[src/design/lgs_pkg.sv]
`timescale 1ns / 1ps
// ----------------------------------------------------------------------------
// lgs_pkg
// Shared types, constants and the B3/S23 cell rule for the life generation
// stream.
// ----------------------------------------------------------------------------
package lgs_pkg;

	localparam int MAX_WIDTH   = 256;
	localparam int MAX_HEIGHT  = 4096;
	localparam int COL_W       = $clog2(MAX_WIDTH);
	localparam int ROW_W       = $clog2(MAX_HEIGHT);
	localparam int WIDTH_REG_W = 9;
	localparam int CFG_W       = 13;
	localparam int QUEUE_DEPTH = 4;
	localparam int QPTR_W      = $clog2(QUEUE_DEPTH);
	localparam int QCNT_W      = QPTR_W + 1;
	localparam int SLOTS       = 4;

	// register indexes
	localparam logic REG_GRID_WIDTH  = 1'b0;
	localparam logic REG_GRID_HEIGHT = 1'b1;

	// reset values, stored as size minus one
	localparam logic [COL_W-1:0] WIDTH_M1_RST  = COL_W'(MAX_WIDTH - 1);
	localparam logic [ROW_W-1:0] HEIGHT_M1_RST = ROW_W'(64 - 1);

	// result slots of one cell, in raster order
	localparam logic [1:0] SLOT_UP_LEFT  = 2'd0;
	localparam logic [1:0] SLOT_UP       = 2'd1;
	localparam logic [1:0] SLOT_LEFT     = 2'd2;
	localparam logic [1:0] SLOT_CORNER   = 2'd3;

	typedef struct packed {
		logic [SLOTS-1:0] mask;
		logic [SLOTS-1:0] alive;
		logic [ROW_W-1:0] row;
		logic [COL_W-1:0] col;
	} lgs_bundle_t;

	function automatic logic [1:0] pop3(input logic [2:0] v);
		return {1'b0, v[0]} + {1'b0, v[1]} + {1'b0, v[2]};
	endfunction

	// columns: bit0 top, bit1 center row, bit2 bottom
	function automatic logic life_rule(input logic [2:0] l, input logic [2:0] c,
			input logic [2:0] r);
		logic [3:0] n;
		n = {2'b00, pop3(l)} + {2'b00, pop3(c)} + {2'b00, pop3(r)} - {3'b000, c[1]};
		if (c[1])
			return (n == 4'd2) || (n == 4'd3);
		return n == 4'd3;
	endfunction

endpackage

[src/design/lgs_front.sv]
`timescale 1ns / 1ps
// ----------------------------------------------------------------------------
// lgs_front
// Takes cells in raster order, keeps the line buffer and the 3x3 window and
// forms the bundle of up to four results that each cell releases.
// ----------------------------------------------------------------------------
module lgs_front
	import lgs_pkg::*;
(
	input  logic                clk,
	input  logic                arst_n,
	input  logic                cfg_we,
	input  logic                cfg_index,
	input  logic [CFG_W-1:0]    cfg_data,
	input  logic                in_valid,
	output logic                in_stall,
	input  logic                cell_state,
	input  logic                q_full,
	output logic                push,
	output lgs_bundle_t         push_bundle
);

	logic [COL_W-1:0] width_m1_q;
	logic [ROW_W-1:0] height_m1_q;
	logic [COL_W-1:0] col_q;
	logic [ROW_W-1:0] row_q;
	logic [5:0]       window_q;

	logic             s1_valid_q;
	logic             bit_s1;
	logic [COL_W-1:0] col_s1;
	logic [ROW_W-1:0] row_s1;
	logic [1:0]       rd_mem_s1;
	logic             fwd_s1;
	logic [1:0]       fwd_dat_s1;

	logic [1:0] row_mem [MAX_WIDTH];

	logic             accept;
	logic             exec;
	logic [1:0]       raw;
	logic             st0;
	logic             st1;
	logic [2:0]       nw;
	logic [2:0]       a;
	logic [2:0]       b;
	logic [1:0]       wdata;
	logic             last_row;
	logic             last_col;
	logic [COL_W-1:0] width_m1_d;
	logic [ROW_W-1:0] height_m1_d;

	assign exec     = s1_valid_q && !q_full;
	assign in_stall = s1_valid_q && !exec;
	assign accept   = in_valid && !in_stall;

	always_comb begin
		raw      = fwd_s1 ? fwd_dat_s1 : rd_mem_s1;
		st0      = raw[0] && (row_s1 != '0);
		st1      = raw[1] && (row_s1 > ROW_W'(1));
		nw       = {bit_s1, st0, st1};
		wdata    = {st0, bit_s1};
		a        = (col_s1 == '0) ? 3'b000 : window_q[5:3];
		b        = (col_s1 == '0) ? 3'b000 : window_q[2:0];
		last_row = row_s1 == height_m1_q;
		last_col = col_s1 == width_m1_q;

		push_bundle.mask[SLOT_UP_LEFT]  = (row_s1 != '0) && (col_s1 != '0);
		push_bundle.mask[SLOT_UP]       = (row_s1 != '0) && last_col;
		push_bundle.mask[SLOT_LEFT]     = last_row && (col_s1 != '0);
		push_bundle.mask[SLOT_CORNER]   = last_row && last_col;
		push_bundle.alive[SLOT_UP_LEFT] = life_rule(a, b, nw);
		push_bundle.alive[SLOT_UP]      = life_rule(b, nw, 3'b000);
		push_bundle.alive[SLOT_LEFT]    = life_rule(a >> 1, b >> 1, nw >> 1);
		push_bundle.alive[SLOT_CORNER]  = life_rule(b >> 1, nw >> 1, 3'b000);
		push_bundle.row                 = row_s1;
		push_bundle.col                 = col_s1;
		push = exec && (push_bundle.mask != '0);
	end

	// saturate written sizes into 1..MAX, kept as size minus one
	always_comb begin
		if (cfg_data[WIDTH_REG_W-1:0] == '0)
			width_m1_d = '0;
		else if (cfg_data[WIDTH_REG_W-1:0] > WIDTH_REG_W'(MAX_WIDTH))
			width_m1_d = COL_W'(MAX_WIDTH - 1);
		else
			width_m1_d = COL_W'(cfg_data[WIDTH_REG_W-1:0] - WIDTH_REG_W'(1));
		if (cfg_data == '0)
			height_m1_d = '0;
		else if (cfg_data > CFG_W'(MAX_HEIGHT))
			height_m1_d = ROW_W'(MAX_HEIGHT - 1);
		else
			height_m1_d = ROW_W'(cfg_data - CFG_W'(1));
	end

	always_ff @(posedge clk or negedge arst_n) begin
		if (!arst_n) begin
			width_m1_q  <= WIDTH_M1_RST;
			height_m1_q <= HEIGHT_M1_RST;
			col_q       <= '0;
			row_q       <= '0;
			window_q    <= '0;
			s1_valid_q  <= 1'b0;
		end else if (cfg_we) begin
			if (cfg_index == REG_GRID_WIDTH)
				width_m1_q <= width_m1_d;
			else
				height_m1_q <= height_m1_d;
			col_q    <= '0;
			row_q    <= '0;
			window_q <= '0;
		end else begin
			if (exec)
				window_q <= {b, nw};
			if (accept) begin
				s1_valid_q <= 1'b1;
				if (col_q == width_m1_q) begin
					col_q <= '0;
					row_q <= (row_q == height_m1_q) ? '0 : row_q + ROW_W'(1);
				end else begin
					col_q <= col_q + COL_W'(1);
				end
			end else if (exec) begin
				s1_valid_q <= 1'b0;
			end
		end
	end

	always_ff @(posedge clk) begin
		if (exec)
			row_mem[col_s1] <= wdata;
		if (accept) begin
			rd_mem_s1  <= row_mem[col_q];
			fwd_s1     <= exec && (col_s1 == col_q);
			fwd_dat_s1 <= wdata;
			bit_s1     <= cell_state;
			col_s1     <= col_q;
			row_s1     <= row_q;
		end
	end

	a_first_row_no_upper: assert property (@(posedge clk) disable iff (!arst_n)
		(exec && row_s1 == '0) |-> (!push_bundle.mask[SLOT_UP_LEFT]
			&& !push_bundle.mask[SLOT_UP]))
		else $error("row above reported on first row");

endmodule

[src/design/lgs_queue.sv]
`timescale 1ns / 1ps
// ----------------------------------------------------------------------------
// lgs_queue
// Short queue of result bundles between the front and the back.
// ----------------------------------------------------------------------------
module lgs_queue
	import lgs_pkg::*;
(
	input  logic        clk,
	input  logic        arst_n,
	input  logic        push,
	input  lgs_bundle_t push_bundle,
	input  logic        pop,
	output logic        full,
	output logic        head_valid,
	output lgs_bundle_t head
);

	lgs_bundle_t       entry_q [QUEUE_DEPTH];
	logic [QPTR_W-1:0] wr_ptr_q;
	logic [QPTR_W-1:0] rd_ptr_q;
	logic [QCNT_W-1:0] count_q;

	assign full       = count_q == QCNT_W'(QUEUE_DEPTH);
	assign head_valid = count_q != '0;
	assign head       = entry_q[rd_ptr_q];

	always_ff @(posedge clk or negedge arst_n) begin
		if (!arst_n) begin
			wr_ptr_q <= '0;
			rd_ptr_q <= '0;
			count_q  <= '0;
		end else begin
			if (push)
				wr_ptr_q <= wr_ptr_q + QPTR_W'(1);
			if (pop)
				rd_ptr_q <= rd_ptr_q + QPTR_W'(1);
			if (push && !pop)
				count_q <= count_q + QCNT_W'(1);
			else if (pop && !push)
				count_q <= count_q - QCNT_W'(1);
		end
	end

	always_ff @(posedge clk) begin
		if (push)
			entry_q[wr_ptr_q] <= push_bundle;
	end

	a_no_overflow: assert property (@(posedge clk) disable iff (!arst_n)
		(push && !pop) |-> !full)
		else $error("queue overflow");

	a_no_underflow: assert property (@(posedge clk) disable iff (!arst_n)
		pop |-> head_valid)
		else $error("queue underflow");

endmodule

[src/design/lgs_back.sv]
`timescale 1ns / 1ps
// ----------------------------------------------------------------------------
// lgs_back
// Unpacks each bundle into its results, one transfer per cycle while
// out_stall is low, through an output register.
// ----------------------------------------------------------------------------
module lgs_back
	import lgs_pkg::*;
(
	input  logic             clk,
	input  logic             arst_n,
	input  logic             head_valid,
	input  lgs_bundle_t      head,
	output logic             pop,
	output logic             out_valid,
	input  logic             out_stall,
	output logic             next_alive,
	output logic [ROW_W-1:0] out_row,
	output logic [COL_W-1:0] out_col,
	output logic             frame_last
);

	logic [SLOTS-1:0] done_q;
	logic             out_valid_q;
	logic             alive_q;
	logic [ROW_W-1:0] row_q;
	logic [COL_W-1:0] col_q;
	logic             last_q;

	logic [SLOTS-1:0] remaining;
	logic [SLOTS-1:0] pick;
	logic [1:0]       slot;
	logic             load;
	logic             sel_alive;
	logic [ROW_W-1:0] sel_row;
	logic [COL_W-1:0] sel_col;
	logic             sel_last;

	assign remaining = head.mask & ~done_q;
	assign load      = head_valid && (!out_valid_q || !out_stall);
	assign pop       = load && ((remaining & ~pick) == '0);

	always_comb begin
		if (remaining[SLOT_UP_LEFT])
			slot = SLOT_UP_LEFT;
		else if (remaining[SLOT_UP])
			slot = SLOT_UP;
		else if (remaining[SLOT_LEFT])
			slot = SLOT_LEFT;
		else
			slot = SLOT_CORNER;
		pick      = SLOTS'(1) << slot;
		sel_alive = head.alive[slot];
		case (slot)
			SLOT_UP_LEFT: begin
				sel_row  = head.row - ROW_W'(1);
				sel_col  = head.col - COL_W'(1);
				sel_last = 1'b0;
			end
			SLOT_UP: begin
				sel_row  = head.row - ROW_W'(1);
				sel_col  = head.col;
				sel_last = 1'b0;
			end
			SLOT_LEFT: begin
				sel_row  = head.row;
				sel_col  = head.col - COL_W'(1);
				sel_last = 1'b0;
			end
			default: begin
				sel_row  = head.row;
				sel_col  = head.col;
				sel_last = 1'b1;
			end
		endcase
	end

	always_ff @(posedge clk or negedge arst_n) begin
		if (!arst_n) begin
			done_q      <= '0;
			out_valid_q <= 1'b0;
		end else begin
			if (load) begin
				out_valid_q <= 1'b1;
				done_q      <= pop ? '0 : (done_q | pick);
			end else if (!out_stall) begin
				out_valid_q <= 1'b0;
			end
		end
	end

	always_ff @(posedge clk) begin
		if (load) begin
			alive_q <= sel_alive;
			row_q   <= sel_row;
			col_q   <= sel_col;
			last_q  <= sel_last;
		end
	end

	assign out_valid  = out_valid_q;
	assign next_alive = alive_q;
	assign out_row    = row_q;
	assign out_col    = col_q;
	assign frame_last = last_q;

	a_head_not_exhausted: assert property (@(posedge clk) disable iff (!arst_n)
		head_valid |-> (remaining != '0))
		else $error("queue head has no result left");

	a_pop_loads: assert property (@(posedge clk) disable iff (!arst_n)
		pop |=> (out_valid && done_q == '0))
		else $error("bundle retired without its last result");

endmodule

[src/design/life_generation_stream.sv]
`timescale 1ns / 1ps
// ----------------------------------------------------------------------------
// life_generation_stream
// One generation of the B3/S23 cellular automaton over a streamed grid.
// ----------------------------------------------------------------------------
// Cells of the current generation enter one per clock in raster order while
// in_stall is low, and each new state leaves tagged with its row and column,
// one row and one column behind the input; the last row is flushed as it
// arrives. The input takes one cell per cycle unless stalled. The output port
// carries one result per cycle while out_stall is low. Rows before the last
// yield at most one result per cell (two on their last column), the last row
// up to two (up to four on its final cell), bounded by the output register.
// A 4-entry bundle queue lets the two sides stall apart. Writing either size
// register restarts the generation at row 0, column 0; sizes saturate to
// 1..256 wide and 1..4096 high. The line buffer needs no clearing after reset.
// ----------------------------------------------------------------------------
module life_generation_stream
	import lgs_pkg::*;
(
	input  logic             clk,
	input  logic             arst_n,
	input  logic             cfg_we,
	input  logic             cfg_index,
	input  logic [CFG_W-1:0] cfg_data,
	input  logic             in_valid,
	output logic             in_stall,
	input  logic             cell_state,
	output logic             out_valid,
	input  logic             out_stall,
	output logic             next_alive,
	output logic [ROW_W-1:0] out_row,
	output logic [COL_W-1:0] out_col,
	output logic             frame_last
);

	logic        push;
	lgs_bundle_t push_bundle;
	logic        pop;
	logic        q_full;
	logic        head_valid;
	lgs_bundle_t head;

	lgs_front u_front (
		.clk         (clk),
		.arst_n      (arst_n),
		.cfg_we      (cfg_we),
		.cfg_index   (cfg_index),
		.cfg_data    (cfg_data),
		.in_valid    (in_valid),
		.in_stall    (in_stall),
		.cell_state  (cell_state),
		.q_full      (q_full),
		.push        (push),
		.push_bundle (push_bundle)
	);

	lgs_queue u_queue (
		.clk         (clk),
		.arst_n      (arst_n),
		.push        (push),
		.push_bundle (push_bundle),
		.pop         (pop),
		.full        (q_full),
		.head_valid  (head_valid),
		.head        (head)
	);

	lgs_back u_back (
		.clk        (clk),
		.arst_n     (arst_n),
		.head_valid (head_valid),
		.head       (head),
		.pop        (pop),
		.out_valid  (out_valid),
		.out_stall  (out_stall),
		.next_alive (next_alive),
		.out_row    (out_row),
		.out_col    (out_col),
		.frame_last (frame_last)
	);

endmodule
[config.mk]
export PLATFORM = sky130hd
export DESIGN_NAME = life_generation_stream
export DESIGN_NICKNAME = d
export VERILOG_FILES = /design/src/design/lgs_pkg.sv /design/src/design/lgs_front.sv /design/src/design/lgs_queue.sv /design/src/design/lgs_back.sv /design/src/design/life_generation_stream.sv
export SDC_FILE = /design/constraint.sdc
export NUM_CORES = 1
export LEC_CHECK = 0
export BUFFER_PORTS_ARGS = -buffer_cell sky130_fd_sc_hd__buf_4
export CAP_MARGIN = 25
export CORE_MARGIN = 1
export CORE_UTILIZATION = 56
export DETAILED_ROUTE_END_ITERATION = 16
export PLACE_DENSITY_LB_ADDON = 0.25
export SYNTH_ARGS = -nofsm -noshare
export SYNTH_HDL_FRONTEND = slang
export SYNTH_SLANG_ARGS = --single-unit
[constraint.sdc]
create_clock -name clk -period 9 [get_ports clk]
set_input_delay 1.8 -clock clk [delete_from_list [all_inputs] [get_ports clk]]
set_output_delay 1.8 -clock clk [all_outputs]
set_load 0.01 [all_outputs]
==> flow_summary_export.csv, run 1 <==
group,metric,value,unit
status,run_status,"complete, no violations",
global_route,grt_pass1_vias,17900,
drt,drtIter0Drc,2011,
logic_synthesis,syn_nets,2072,
clock_tree,clockBufferDepth,3,
placed_design,io_buffer_count,43,
sta,rsz0062_at_grt,"false",
placed_design,dp.cells,2727,
clock_tree,post-cts-setup-buffer-count,0,
power_and_ir_drop,power_density,264,nW/um^2
global_route,grt_overflow,0,
placed_design,dp.final_hpwl,43300,microns
floorplanning,die-area,56800,sq um
setup_path,reg2reg_depth,17,
final_layout,final_common_cell,"edfxtp_1",
logic_synthesis,synthSimpleGateAreaFrac,7.85,%
sta,slew-limit-headroom,20.7,%
logic_synthesis,synth_compound_area_share,4.46,%
clock_tree,postCtsHoldBufs,0,
setup_path,crit_start,"u_front.col_s1[6]",
clock_tree,clk_latency,0.62,ns
sta,clock.fmax,0.182,GHz
logic_synthesis,synth_top_family_by_area,"multiplexers",
floorplanning,rows,86,
clock_tree,htreeDepth,3,
setup_path,startpoint_type,"register",
final_layout,multi_input_area,8930,sq um
power_and_ir_drop,ir_worst_vdd,0.000202,V
setup_path,cp_max_fo,18,
clock_tree,post_cts_resize_count,0,
final_layout,layout_common_cells,"edfxtp_1, nor2_1, mux2i_1",
final_layout,syn_to_final_growth,11.4,%
drt,vias,17800,
floorplanning,core,55100,sq um
power_and_ir_drop,p_sw_share,27.2,%
power_and_ir_drop,switchingPower,2.51,mW
clock_tree,cts_tree,"done",
logic_synthesis,synth_cells,2012,
min_path,hold_start,"u_front.height_m1_q[3]",
logic_synthesis,avgSynthCellArea,15.5,sq um
sta,fin_crit_sh,61.1,%
logic_synthesis,synth_xor_area_share,2.66,%
drt,drtAntennaViolNets,0,
setup_path,r2r_slack,3.50,ns
power_and_ir_drop,clockPowerShare,33.1,%
setup_path,cp_data_required_time,9.45,ns
sta,setup_viol,0,
power_and_ir_drop,p_leak,11.3,nW
setup_path,critical_path_class,"register to register",
sta,finalHoldViolations,0,
sta,worstMarginPinSlew,1.19,ns
floorplanning,die_h,238,microns
floorplanning,ioPinCount,44,
sta,tns,0,ns
floorplanning,die_w,238,microns
setup_path,r2r_start,"u_front.col_s1[6]",
clock_tree,cts_sinks,731,
final_layout,num-nets-final,2119,
logic_synthesis,synthArstFlopShare,8.07,%
power_and_ir_drop,power.internal,6.70,mW
global_route,grt_max_degree,154,
logic_synthesis,synth.distinct_cells,65,
clock_tree,path_clk_slew,0.06,ns
drt,drt-pass1-iter-count,5,
drt,avgViaCountPerCell,6.22,
logic_synthesis,synth_warnings,0,
final_layout,final_cells,2865,
clock_tree,cts-buffers-inserted,75,
logic_synthesis,synthAdderAreaFrac,1.94,%
logic_synthesis,synth-seq-cells,731,
global_route,track_usage,25.7,%
final_layout,regArea,21700,sq um
global_route,antenna_found_initial,0,
sta,drv_slew,0,
setup_path,crit_arrival,5.95,ns
min_path,hp-class,"register to register",
setup_path,crit_path_end_kind,"register",
logic_synthesis,synthFlopType,"edfxtp_1",
power_and_ir_drop,p_seq_share,47.1,%
placed_design,place_congestion,0.841,
clock_tree,root_buffer,"clkbuf_16",
drt,routed_wl,71700,microns
sta,hold-worst-slack,0.505,ns
run,cap_viol_max_count,0,
logic_synthesis,synth_area,31300,sq um
final_layout,fillers,3976,
sta,fin_crit,5.50,ns
drt,drc,0,
sta,clock_skew,0.0184,ns
setup_path,setup.worst_path.end,"u_queue.entry_q[3][20]",
global_route,grt_pass1_wl,108000,microns
final_layout,diodes,0,
drt,wl_per_cell,25.0,microns
power_and_ir_drop,share_comb_of_total_power,19.8,%
setup_path,r2r-end,"u_queue.entry_q[3][20]",
logic_synthesis,synthMuxAreaShare,11.6,%
floorplanning,initial_utilization,56.7,%
final_layout,drive_gt1_share,15.2,%
logic_synthesis,synth-edff-count,672,
logic_synthesis,synth-seq-area-share,69.3,%
-- metal layers --
metal	track usage (%)	up-vias	share of wire, %
li1	-	7758	-
met1	35.2	9176	40
met2	42.0	738	49
met3	4.89	134	7.6
met4	8.31	0	2.9
met5	0	-	0
-- critical path: stages, from the launching register on --
cell and delay (ns):
edfxtp_1 0.58, nor2_1 0.30, nand2_1 0.47, or4_1 0.77, nand2_1 0.19, fa_1 0.40
inv_1 0.10, fa_1 0.43, ha_1 0.20, fa_1 0.48, inv_1 0.04, ha_1 0.26
inv_1 0.07, ha_1 0.29, a21o_1 0.16, a21oi_1 0.18, xnor2_1 0.14, o2111a_1 0.26
-- state kept, by name, summed over array words and instances (netlist names), 2 cells and up --
| name | cells |
|---|---|
| u_back.out_col | 8 |
| u_front.width_m1_q | 8 |
| u_front.window_q | 6 |
| u_queue.entry_q | 112 |
| u_back.out_row | 12 |
| u_front.row_q | 12 |
| u_front.col_q | 8 |
| u_front.row_mem | 512 |
| u_front.rd_mem_s1 | 2 |
| u_front.col_s1 | 8 |
| u_front.row_s1 | 12 |
| u_back.done_q | 4 |
| u_queue.rd_ptr_q | 2 |
| u_queue.wr_ptr_q | 2 |
| u_front.height_m1_q | 12 |
| u_front.fwd_dat_s1 | 2 |
| u_queue.count_q | 3 |
-- worst min path at each step --
stage / depth (start not counted) / slack [ns] / end
3_3_place_gp: 2 / 0.48 / u_back.done_q[0]
3_5_place_dp: 2 / 0.49 / u_front.height_m1_q[3]
5_1_grt: 2 / 0.52 / u_front.height_m1_q[3]
2_1_floorplan: 0 / 0.42 / u_front.col_s1[4]
4_1_cts: 2 / 0.50 / u_front.height_m1_q[3]
6_report: 2 / 0.50 / u_front.height_m1_q[3]
-- cell type report --
cell class,count,share of cell area (%)
clock buffer,96,5.74
timing repair buffer,84,2.03
multi-input combinational,1118,25.7
sequential,731,62.2
tap,748,2.69
clock inverter,39,1.10
inverter,49,0.542
-- cells in the mapped netlist (10+ instances only) --
library cell | instances | area (sq um)
xor2_1 | 39 | 342
o21ai_0 | 30 | 150
nand3_1 | 23 | 115
dfstp_2 | 14 | 368
nand2_1 | 90 | 338
mux4_2 | 101 | 2270
o221ai_1 | 14 | 123
clkbuf_1 | 72 | 270
xnor2_1 | 56 | 490
nor2b_1 | 20 | 125
a22oi_1 | 29 | 218
a221oi_1 | 15 | 131
buf_2 | 26 | 130
a21oi_1 | 65 | 325
nand4_1 | 15 | 93.8
edfxtp_1 | 672 | 20200
inv_1 | 48 | 180
fa_1 | 10 | 200
ha_1 | 30 | 375
nor3_1 | 17 | 85.1
mux2i_1 | 111 | 1110
nor2_1 | 303 | 1140
o31ai_1 | 12 | 90.1
dfrtp_1 | 45 | 1130
and2_1 | 17 | 106
buf_1 | 12 | 45.0
-- kinds of logic after synthesis --
| group | Yosys count |
|---|---|
| simple gates | 545 |
| buf+inv | 163 |
| xor+xnor | 95 |
| fa+ha+maj | 43 |
| flops | 731 |
| mux | 225 |
| compound gates | 210 |
-- power by group through the flow --
stage          logic [mW]  registers [mW]  clock network, mW
2_1_floorplan        1.26            4.41                  0
3_3_place_gp         1.78            4.39                  0
3_5_place_dp         1.83            4.41                  0
4_1_cts              1.83            4.34               3.09
5_1_grt              2.00            4.36               3.21
6_report             1.82            4.33               3.05
-- metrics by stage --
| step | util (%) | power, mW | setup slack, ns | cell area, sq um |
|---|---|---|---|---|
| 4_1_cts | 63.1 | 9.26 | 3.53 | 34800 |
| 5_1_grt | 63.2 | 9.57 | 3.25 | 34800 |
| 3_3_place_gp | 58.7 | 6.17 | 3.73 | 32400 |
| 2_1_floorplan | - | 5.67 | 2.78 | 31300 |
| 6_report | 63.2 | 9.20 | 3.50 | 34800 |
| 3_5_place_dp | 58.8 | 6.23 | 3.55 | 32400 |
Power figures use the tool's default switching activity.
==> run 2, diff against run 1 <==
clock period = 4.6 ns   (was 9 ns; I/O delays follow)
==> run 2 against run 1 <==
Effect of this change:
- global-route usage rose by 0.37 points
- clock power is 95% higher
- utilization grew 0.70 points
- sequential share of layout area fell by 0.68 points
- hold slack lost 0.11 ns
- die area is the same
- sequential power grew 97%
- critical endpoint is now u_queue.entry_q[2][20]
- largest cell class unchanged
- highest routed layer unchanged
==> flow_summary_export.csv, run 2 (synthesis gave the netlist of run 1 again) <==
group,metric,value,unit
status,run_status,"complete, no violations",
setup_path,max_stage_delay,0.57,ns
sta,fin_crit,4.48,ns
min_path,hp-class,"input pin to asynchronous set/reset pin",
final_layout,diodes,0,
power_and_ir_drop,total_power,18.2,mW
floorplanning,rows,86,
clock_tree,cts_sinks,731,
setup_path,cp_max_fo,7,
sta,clock_skew,0.0344,ns
placed_design,dp.final_hpwl,45100,microns
clock_tree,cts_tree,"done",
sta,slew-limit-headroom,21.6,%
clock_tree,clk_latency,0.63,ns
sta,clock.fmax,0.223,GHz
drt,avgViaCountPerCell,6.20,
run,cap_viol_max_count,0,
setup_path,crit_top_cell,"fa_1",
floorplanning,core,55100,sq um
final_layout,layout_common_cells,"edfxtp_1, nor2_1, mux2i_1",
drt,routed_wl,72000,microns
global_route,track_usage,26.1,%
global_route,grt_overflow,0,
final_layout,fillers,3918,
placed_design,dp.cells,2754,
floorplanning,initial_utilization,56.7,%
final_layout,max_flop_register,"u_front.row_mem",
global_route,grt_pass1_wl,110000,microns
clock_tree,htreeDepth,3,
final_layout,final_cells,2895,
power_and_ir_drop,power.internal,13.2,mW
drt,wl_per_cell,24.9,microns
sta,setup_slack,0.117,ns
placed_design,pre_cts_slack,-0.0173,ns
setup_path,crit_arrival,4.94,ns
placed_design,place_congestion,0.862,
final_layout,final_common_cell,"edfxtp_1",
sta,worstMarginPinSlew,1.18,ns
setup_path,path_buf_inv,3,
final_layout,final_util,63.9,%
sta,fin_crit_sh,97.5,%
sta,setup_viol,0,
clock_tree,root_buffer,"clkbuf_16",
floorplanning,die_h,238,microns
setup_path,crit_path_end_kind,"register",
sta,drv_slew,0,
setup_path,worstPathCellList,"or2_2, or4_4, nand2_2, fa_1, inv_2, fa_1, ha_2, fa_1, inv_1, ha_1, inv_2, ha_1, a21o_1, a21oi_2, xnor2_1, o2111a_2",
floorplanning,ioPinCount,44,
final_layout,regArea,21700,sq um
final_layout,reg_top3,"u_front.row_mem: 512 flops, u_queue.entry_q: 112 flops",
final_layout,largest_reg_flops,512,
setup_path,crit_cells,16,
final_layout,num-nets-final,2148,
global_route,grt_max_degree,227,
power_and_ir_drop,switchingPower,4.97,mW
drt,drtIter0Drc,1911,
power_and_ir_drop,share_comb_of_total_power,20.5,%
final_layout,drive_gt1_share,17.7,%
power_and_ir_drop,ir_worst_vdd,0.000408,V
clock_tree,path_clk_slew,0.06,ns
drt,vias,17900,
sta,finalHoldViolations,0,
setup_path,reg2reg_depth,16,
final_layout,syn_to_final_growth,12.7,%
power_and_ir_drop,p_leak,11.5,nW
final_layout,multi_input_area,9040,sq um
drt,drc,0,
power_and_ir_drop,p_sw_share,27.3,%
floorplanning,die_w,238,microns
drt,drtAntennaViolNets,0,
setup_path,crit_slowest_cell,"or4_4",
power_and_ir_drop,p_seq_share,46.7,%
setup_path,critical-path-top-delay-family,"adder cells",
power_and_ir_drop,clockPowerShare,32.7,%
setup_path,critical_path_class,"register to register",
global_route,antenna_found_initial,0,
placed_design,io_buffer_count,43,
clock_tree,cts-buffers-inserted,74,
global_route,grt_pass1_vias,18100,
clock_tree,clockBufferDepth,3,
floorplanning,die-area,56800,sq um
setup_path,cp_data_required_time,5.06,ns
drt,drt-pass1-iter-count,6,
setup_path,startpoint_type,"register",
power_and_ir_drop,power_density,517,nW/um^2
## run 2: what timing repair did
| action | CTS | global route |
|---|---|---|
| setup endpoints to repair | 4 | 4 |
| pin swaps | 0 | 6 |
| buffers inserted | 0 | 1 |
| endpoints found under the hold margin | 0 | 0 |
| hold buffers | 0 | 0 |
| gates resized for setup | 1 | 11 |
## run 2: power by group through the flow
stage | Clock, mW | Sequential [mW] | Combinational, mW
after floorplan | 0 | 8.62 | 2.55
after global placement | 0 | 8.61 | 3.59
after detailed placement | 0 | 8.64 | 3.70
after CTS | 6.03 | 8.51 | 3.73
after global routing | 6.28 | 8.56 | 4.08
final | 5.95 | 8.51 | 3.74
## run 2: layout make-up
type | instances | area share [%]
Clock buffer | 92 | 5.51
Sequential cell | 731 | 61.6
Tap cell | 748 | 2.66
Multi-Input combinational cell | 1118 | 25.7
Clock inverter | 43 | 1.26
Inverter | 49 | 0.533
Timing Repair Buffer | 114 | 2.81
## run 2: path summary, 6_finish.rpt
kind	start	slack (ns)	end
max	u_front.col_s1[2]	0.12	u_queue.entry_q[2][20]
max reg2reg	u_front.col_s1[2]	0.12	u_queue.entry_q[2][20]
max in group asynchronous	arst_n	3.58	u_front.col_q[1]
min reg2reg	u_front.height_m1_q[5]	0.50	u_front.height_m1_q[5]
min	arst_n	0.40	u_queue.wr_ptr_q[1]
min in group clk	cell_state	0.50	u_front.bit_s1
## run 2: worst reg2reg max path: cells and delay by family, from the launching register on
family / cells / cell delay, ns
compound gates: 3 / 0.59
xor+xnor: 1 / 0.14
fa+ha+maj: 6 / 2.05
buf+inv: 3 / 0.16
flops: 1 / 0.37
simple gates: 3 / 1.00
## run 2: routing by layer
layer  vias to the layer above  part of all wire [%]  track usage [%]
met3                       162                   7.4             4.82
li1                       7802                     -                -
met1                      9164                    39             34.2
met2                       807                    50             44.0
met5                         -                     0                0
met4                         0                   3.5             9.13
## run 2: through the flow
stage | area (sq um) | hold slack [ns] | setup TNS [ns]
3_5_place_dp | 32700 | 0.492 | -0.0691
5_1_grt | 35200 | 0.444 | -0.0688
2_1_floorplan | 31300 | 0.423 | -16.81
6_report | 35200 | 0.398 | 0
3_3_place_gp | 32700 | 0.485 | 0
4_1_cts | 35100 | 0.412 | 0
